**src/hdl/newton_nth_root_assert.svh**
```systemverilog
// ----------------------------------------------------------------------------
// newton_nth_root assertion macros
// Shorthand for clocked implication checks used at the top level.
// ----------------------------------------------------------------------------
`ifndef NEWTON_NTH_ROOT_ASSERT_SVH
`define NEWTON_NTH_ROOT_ASSERT_SVH

// same-cycle implication
`define NNR_ASSERT_IMPLY(label, clk, rst_n, ante, cons) \
    label: assert property (@(posedge clk) disable iff (!rst_n) (ante) |-> (cons)) \
        else $error("implication check failed");

// next-cycle implication
`define NNR_ASSERT_NEXT(label, clk, rst_n, ante, cons) \
    label: assert property (@(posedge clk) disable iff (!rst_n) (ante) |=> (cons)) \
        else $error("next-cycle check failed");

`endif

```
**src/hdl/nnr_pkg.sv**
```systemverilog
// ----------------------------------------------------------------------------
// nnr_pkg
// Types and constants shared by the Newton n-th root controller and datapath.
// ----------------------------------------------------------------------------
package nnr_pkg;

    localparam int DATA_W = 32;
    localparam int DEG_W  = 6;
    localparam int MAG_W  = 63;
    localparam int DIV_DVS_W = 64;

    localparam logic [MAG_W-1:0] MAG_MAX = {MAG_W{1'b1}};

    localparam logic [2:0] STATUS_OK       = 3'd0;
    localparam logic [2:0] STATUS_DEG_LOW  = 3'd1;
    localparam logic [2:0] STATUS_NEG_EVEN = 3'd2;
    localparam logic [2:0] STATUS_ITER_CAP = 3'd3;
    localparam logic [2:0] STATUS_ZERO_DIV = 3'd4;

    localparam logic [1:0] DSEL_T1  = 2'd0;
    localparam logic [1:0] DSEL_T2  = 2'd1;
    localparam logic [1:0] DSEL_ERR = 2'd2;

    typedef struct packed {
        logic       load;
        logic       pow_init;
        logic       mul_a;
        logic       mul_b;
        logic       store_pmn;
        logic       div_load;
        logic [1:0] div_sel;
        logic       div_step;
        logic       store_t1;
        logic       store_t2;
        logic       clear_t2;
        logic       update_r;
        logic       store_diff;
        logic       store_err;
        logic       finish;
        logic       fin_zero;
        logic [2:0] fin_status;
    } nnr_cmd_t;

    typedef struct packed {
        logic [DEG_W-1:0] degree;
        logic             s_neg;
        logic             s_zero;
        logic             p_zero;
        logic             pmn_ovf;
        logic             converged;
    } nnr_stat_t;

endpackage

```
**src/hdl/nnr_controller.sv**
```systemverilog
// ----------------------------------------------------------------------------
// nnr_controller
// Sequencer for the Newton passes: power loops, divisions, update, stop test.
// ----------------------------------------------------------------------------
module nnr_controller
    import nnr_pkg::*;
#(
    parameter int FRAC_BITS      = 16,
    parameter int MAX_ITERATIONS = 64
)
(
    input  logic      clk,
    input  logic      rst_n,
    input  logic      start,
    input  nnr_stat_t stat,
    output nnr_cmd_t  cmd,
    output logic      busy,
    output logic      done
);

    localparam int DW  = DIV_DVS_W + FRAC_BITS;
    localparam int DCW = $clog2(DW);
    localparam int IW  = $clog2(MAX_ITERATIONS + 1);

    localparam logic [3:0] S_IDLE   = 4'd0;
    localparam logic [3:0] S_CHECK  = 4'd1;
    localparam logic [3:0] S_PINIT  = 4'd2;
    localparam logic [3:0] S_MA     = 4'd3;
    localparam logic [3:0] S_MB     = 4'd4;
    localparam logic [3:0] S_PM     = 4'd5;
    localparam logic [3:0] S_DIV    = 4'd6;
    localparam logic [3:0] S_T2S    = 4'd7;
    localparam logic [3:0] S_T2E    = 4'd8;
    localparam logic [3:0] S_UPD    = 4'd9;
    localparam logic [3:0] S_DIFF   = 4'd10;
    localparam logic [3:0] S_ELOAD  = 4'd11;
    localparam logic [3:0] S_ERRCHK = 4'd12;
    localparam logic [3:0] S_CONV   = 4'd13;

    logic [3:0]       state_reg, state_next;
    logic [DEG_W-1:0] mul_cnt_reg, mul_cnt_next;
    logic [DCW-1:0]   div_cnt_reg, div_cnt_next;
    logic [IW-1:0]    iter_reg, iter_next;
    logic             pw_sel_reg, pw_sel_next;
    logic [1:0]       dsel_reg, dsel_next;
    logic             done_reg, done_next;
    logic [DEG_W:0]   pow_target;
    logic             mul_last;

    always_comb
    begin
        pow_target = pw_sel_reg ? {1'b0, stat.degree} : ({1'b0, stat.degree} - 7'd1);
        mul_last   = ({1'b0, mul_cnt_reg} + 7'd1) == pow_target;

        state_next   = state_reg;
        mul_cnt_next = mul_cnt_reg;
        div_cnt_next = div_cnt_reg;
        iter_next    = iter_reg;
        pw_sel_next  = pw_sel_reg;
        dsel_next    = dsel_reg;
        done_next    = 1'b0;
        cmd          = '0;

        unique case (state_reg)
            S_IDLE:
            begin
                if (start)
                begin
                    cmd.load   = 1'b1;
                    state_next = S_CHECK;
                end
            end
            S_CHECK:
            begin
                iter_next   = '0;
                pw_sel_next = 1'b0;
                if (stat.degree < DEG_W'(2))
                begin
                    cmd.finish     = 1'b1;
                    cmd.fin_zero   = 1'b1;
                    cmd.fin_status = STATUS_DEG_LOW;
                end
                else if (stat.s_neg && !stat.degree[0])
                begin
                    cmd.finish     = 1'b1;
                    cmd.fin_zero   = 1'b1;
                    cmd.fin_status = STATUS_NEG_EVEN;
                end
                else if (stat.s_zero)
                begin
                    cmd.finish     = 1'b1;
                    cmd.fin_zero   = 1'b1;
                    cmd.fin_status = STATUS_OK;
                end
                if (cmd.finish)
                begin
                    done_next  = 1'b1;
                    state_next = S_IDLE;
                end
                else
                    state_next = S_PINIT;
            end
            S_PINIT:
            begin
                cmd.pow_init = 1'b1;
                mul_cnt_next = '0;
                state_next   = S_MA;
            end
            S_MA:
            begin
                cmd.mul_a  = 1'b1;
                state_next = S_MB;
            end
            S_MB:
            begin
                cmd.mul_b    = 1'b1;
                mul_cnt_next = mul_cnt_reg + DEG_W'(1);
                if (mul_last)
                    state_next = pw_sel_reg ? S_DIFF : S_PM;
                else
                    state_next = S_MA;
            end
            S_PM:
            begin
                if (stat.p_zero)
                begin
                    cmd.finish     = 1'b1;
                    cmd.fin_zero   = 1'b1;
                    cmd.fin_status = STATUS_ZERO_DIV;
                    done_next      = 1'b1;
                    state_next     = S_IDLE;
                end
                else
                begin
                    cmd.store_pmn = 1'b1;
                    cmd.div_load  = 1'b1;
                    cmd.div_sel   = DSEL_T1;
                    dsel_next     = DSEL_T1;
                    div_cnt_next  = '0;
                    state_next    = S_DIV;
                end
            end
            S_DIV:
            begin
                cmd.div_step = 1'b1;
                div_cnt_next = div_cnt_reg + DCW'(1);
                if (div_cnt_reg == DCW'(DW - 1))
                begin
                    unique case (dsel_reg)
                        DSEL_T1:  state_next = S_T2S;
                        DSEL_T2:  state_next = S_T2E;
                        default:  state_next = S_ERRCHK;
                    endcase
                end
            end
            S_T2S:
            begin
                cmd.store_t1 = 1'b1;
                if (stat.pmn_ovf)
                begin
                    cmd.clear_t2 = 1'b1;
                    state_next   = S_UPD;
                end
                else
                begin
                    cmd.div_load = 1'b1;
                    cmd.div_sel  = DSEL_T2;
                    dsel_next    = DSEL_T2;
                    div_cnt_next = '0;
                    state_next   = S_DIV;
                end
            end
            S_T2E:
            begin
                cmd.store_t2 = 1'b1;
                state_next   = S_UPD;
            end
            S_UPD:
            begin
                cmd.update_r = 1'b1;
                pw_sel_next  = 1'b1;
                state_next   = S_PINIT;
            end
            S_DIFF:
            begin
                cmd.store_diff = 1'b1;
                state_next     = S_ELOAD;
            end
            S_ELOAD:
            begin
                cmd.div_load = 1'b1;
                cmd.div_sel  = DSEL_ERR;
                dsel_next    = DSEL_ERR;
                div_cnt_next = '0;
                state_next   = S_DIV;
            end
            S_ERRCHK:
            begin
                cmd.store_err = 1'b1;
                state_next    = S_CONV;
            end
            S_CONV:
            begin
                if (stat.converged || iter_reg == IW'(MAX_ITERATIONS - 1))
                begin
                    cmd.finish     = 1'b1;
                    cmd.fin_status = stat.converged ? STATUS_OK : STATUS_ITER_CAP;
                    done_next      = 1'b1;
                    state_next     = S_IDLE;
                end
                else
                begin
                    iter_next   = iter_reg + IW'(1);
                    pw_sel_next = 1'b0;
                    state_next  = S_PINIT;
                end
            end
            default:
                state_next = S_IDLE;
        endcase
    end

    always_ff @(posedge clk or negedge rst_n)
    begin
        if (!rst_n)
        begin
            state_reg   <= S_IDLE;
            mul_cnt_reg <= '0;
            div_cnt_reg <= '0;
            iter_reg    <= '0;
            pw_sel_reg  <= 1'b0;
            dsel_reg    <= DSEL_T1;
            done_reg    <= 1'b0;
        end
        else
        begin
            state_reg   <= state_next;
            mul_cnt_reg <= mul_cnt_next;
            div_cnt_reg <= div_cnt_next;
            iter_reg    <= iter_next;
            pw_sel_reg  <= pw_sel_next;
            dsel_reg    <= dsel_next;
            done_reg    <= done_next;
        end
    end

    assign busy = (state_reg != S_IDLE);
    assign done = done_reg;

endmodule

```
**config.mk**
```make
export PLATFORM = sky130hd
export DESIGN_NAME = nnr_controller
export DESIGN_NICKNAME = d
export VERILOG_FILES = /design/src/hdl/newton_nth_root_assert.svh /design/src/hdl/nnr_pkg.sv /design/src/hdl/nnr_controller.sv
export SDC_FILE = /design/constraint.sdc
export NUM_CORES = 1
export LEC_CHECK = 0
export BUFFER_PORTS_ARGS = -buffer_cell sky130_fd_sc_hd__buf_2
export CAP_MARGIN = 20
export CORE_MARGIN = 8
export CORE_UTILIZATION = 55
export DETAILED_ROUTE_END_ITERATION = 6
export PLACE_DENSITY = 0.78
export SETUP_SLACK_MARGIN = 0.2
export SYNTH_ARGS = -nofsm -noshare
export SYNTH_HDL_FRONTEND = slang
export SYNTH_SLANG_ARGS = --single-unit
```
**constraint.sdc**
```tcl
create_clock -name clk -period 3.2 [get_ports clk]
set_input_delay 0.8 -clock clk [delete_from_list [all_inputs] [get_ports clk]]
set_output_delay 0.8 -clock clk [all_outputs]
set_load 0.005 [all_outputs]
```
==> out/results.ini <==
[run_status]
status = completed

[hold_path]
hp-class = in2async

[timing]
worstMarginPinSlew_ns = 0.6387
fin_crit_ns = 2.817
fmax_ghz = 0.3550
setup_violations = 0
tns_ns = 0
post-route-period-util_pct = 88.02
clock-skew-final_ns = 0.008736
rsz0062_at_grt = no
slew_headroom_pct = 57.42
holdWs_ns = 0.4583
maxSlewViolCount = 0
finalHoldViolCount = 0

[clock_tree]
tritoncts = done
cts_buffers = 3
htree_levels = 1
cts_root_buffer = clkbuf_4
cts.sinks = 28
cts_buffer_depth = 2
clkLatencyLatePin_ns = 0.33
clk_pin_slew_worst_paths_ns = 0.16

[floorplan]
coreArea_um2 = 3337
start_util_pct = 57.67
num_rows = 21
die_h_um = 75.15
die_x_um = 75.15
fp.dieArea_um2 = 5648
ios = 36

[power_and_ir_drop]
p_leak_nw = 1.001
irDropWorstVdd_mv = 0.3747
internal_power_w = 0.0008174
p_per_area_nw_per_um2 = 648.6
p_seq_share_pct = 40.5
switching_power_w = 0.0005898
p_sw_share_pct = 41.91
p_clk_share_pct = 16.7
p_comb_share_pct = 42.8
power_w = 0.001407

[cells_and_area]
final_common_cell = buf_2
design_area_um2 = 2170
fillers = 325
multiInputGateArea_um2 = 1131
diodes = 0
final_cell_count_no_fill = 309
layout-drive-gt1-share_pct = 20.15
regArea_um2 = 704.4
area_delta_synth_final_pct = 12.74
nets = 282
layout_common_cells = buf_2, nand2_1, dfrtp_1

[routing]
drt_iter0_markers = 91
vias = 1760
wl_per_cell_um = 14.61
post-route-drc-count = 0
antenna_left = 0
wl_um = 4514
drtPass1Iterations = 4
avgViaCountPerCell = 5.696

[yosys]
yosysTopAreaCellShare_pct = 36.41
syn_nets = 254
synth_cells = 236
async_flop_share_pct = 100.0
synthTopCellsByArea = dfrtp_1, xnor2_1, nand2_1, nor3_1, nor2_1
syn_avg_cell_area_um2 = 8.154
ys_seq_area_share_pct = 36.41
synthFlopType = dfrtp_1
synth.distinct_cells = 46
netlist.top_cell.by_area = dfrtp_1
synth_edf_count = 0
yosysWarnings = 0
ys_ff_latch = 28
syn_area_um2 = 1924

[critical_path]
crit_required_ns = 2.40
cp.arrival_ns = 2.02
start_kind = primary input
cp_max_fo = 5
criticalPathCategory = in2out
cp-end-kind = output port

[placement]
routabilityCongestion = 0.8410
dpl.hpwl_um = 3388
dpl.cell_count = 305
placed_area_um2 = 2103
portBuffers = 35

[global_route]
grt_first_pass_wirelength_um = 7679
first_global_vias = 1689
grt_antenna_before_repair = 0
track_usage_pct = 17.37
grt_max_degree = 29
grt_overflow_total = 0

[job]
drv_cap = 0

==> critical path, cell delays in order <==
cell and delay (ns):
buf_2 0.13, nor4_1 0.07, and2_1 0.18, a211oi_2 0.25, o21bai_1 0.12, or2_2 0.32, buf_2 0.13
==> cells in the mapped netlist (2+ instances only) <==
library cell / number
a211oi_1: 2
a21o_1: 2
a21oi_1: 8
a22o_1: 2
a31oi_1: 3
and3_1: 5
buf_4: 4
clkbuf_1: 9
dfrtp_1: 28
ha_1: 4
inv_1: 9
mux2i_1: 2
nand2_1: 30
nand2b_1: 5
nand3_1: 7
nor2_1: 23
nor2b_1: 3
nor3_1: 18
nor4_1: 3
nor4b_1: 2
o21ai_0: 16
o21bai_1: 2
o22ai_1: 2
o31ai_1: 2
or3_1: 3
or4_4: 2
xnor2_1: 14
xor2_1: 8
==> power by group through the flow <==
stage | logic [W] | registers [W] | clock network (W)
detailed placement | 0.000597 | 0.000571 | 0
global route | 0.000683 | 0.000589 | 0.000251
CTS | 0.000599 | 0.000565 | 0.000237
finish | 0.000602 | 0.000570 | 0.000235
global placement | 0.000584 | 0.000570 | 0
floorplan | 0.000503 | 0.000484 | 0
==> metrics by stage <==
step | utilization (%) | worst slack (ns)
after floorplan | - | 0.4625
after global placement | 63.03 | 0.2504
after detailed placement | 63.03 | 0.2189
after CTS | 64.64 | 0.2353
after global routing | 65.02 | 0.2740
final | 65.02 | 0.3835
==> layer usage <==
metal / track usage (%) / wire, um / vias to the layer above
li1: - / - / 885
met1: 24.15 / 2212 / 810
met2: 25.72 / 1870 / 56
met3: 3.728 / 342 / 9
met4: 6.183 / 89 / 0
met5: 0 / 0 / -
==> area by class of cell <==
type / instances / area share (%)
clock inverters: 1 / 1.384
multi-input cells: 185 / 52.13
clock buffers: 3 / 1.038
flip-flops and latches: 28 / 32.47
inverters: 9 / 1.557
well taps: 46 / 2.653
repair buffers: 37 / 8.766
==> logic make-up (layout without fill, tap and decap cells) <==
kind of cell,Yosys count,count (layout),synth area share (%)
fa+ha+maj,4,4,2.601
buf+inv,23,50,5.331
mux,3,3,1.625
xor+xnor,23,23,10.86
flops,28,28,36.41
compound gates,48,48,15.80
simple gates,107,107,27.37
==> what timing repair did <==
item	4_1_cts	5_1_grt
hold buffers	0	0
gates resized for setup	1	4
buffers inserted	0	0
setup endpoints to repair	1	2
pin swaps	0	0
==> final timing paths <==
check,depth (start not counted),start,slack [ns],end
min reg2reg,2,iter_reg[6],0.51,iter_reg[6]
min in group clk,2,iter_reg[6],0.51,iter_reg[6]
max reg2reg,7,mul_cnt_reg[0],0.71,state_reg[3]
max in group asynchronous,1,rst_n,2.29,state_reg[2]
max,7,stat[7],0.38,cmd[4]
min,1,rst_n,0.46,div_cnt_reg[3]
No activity file was read; power rests on OpenSTA's default activity.
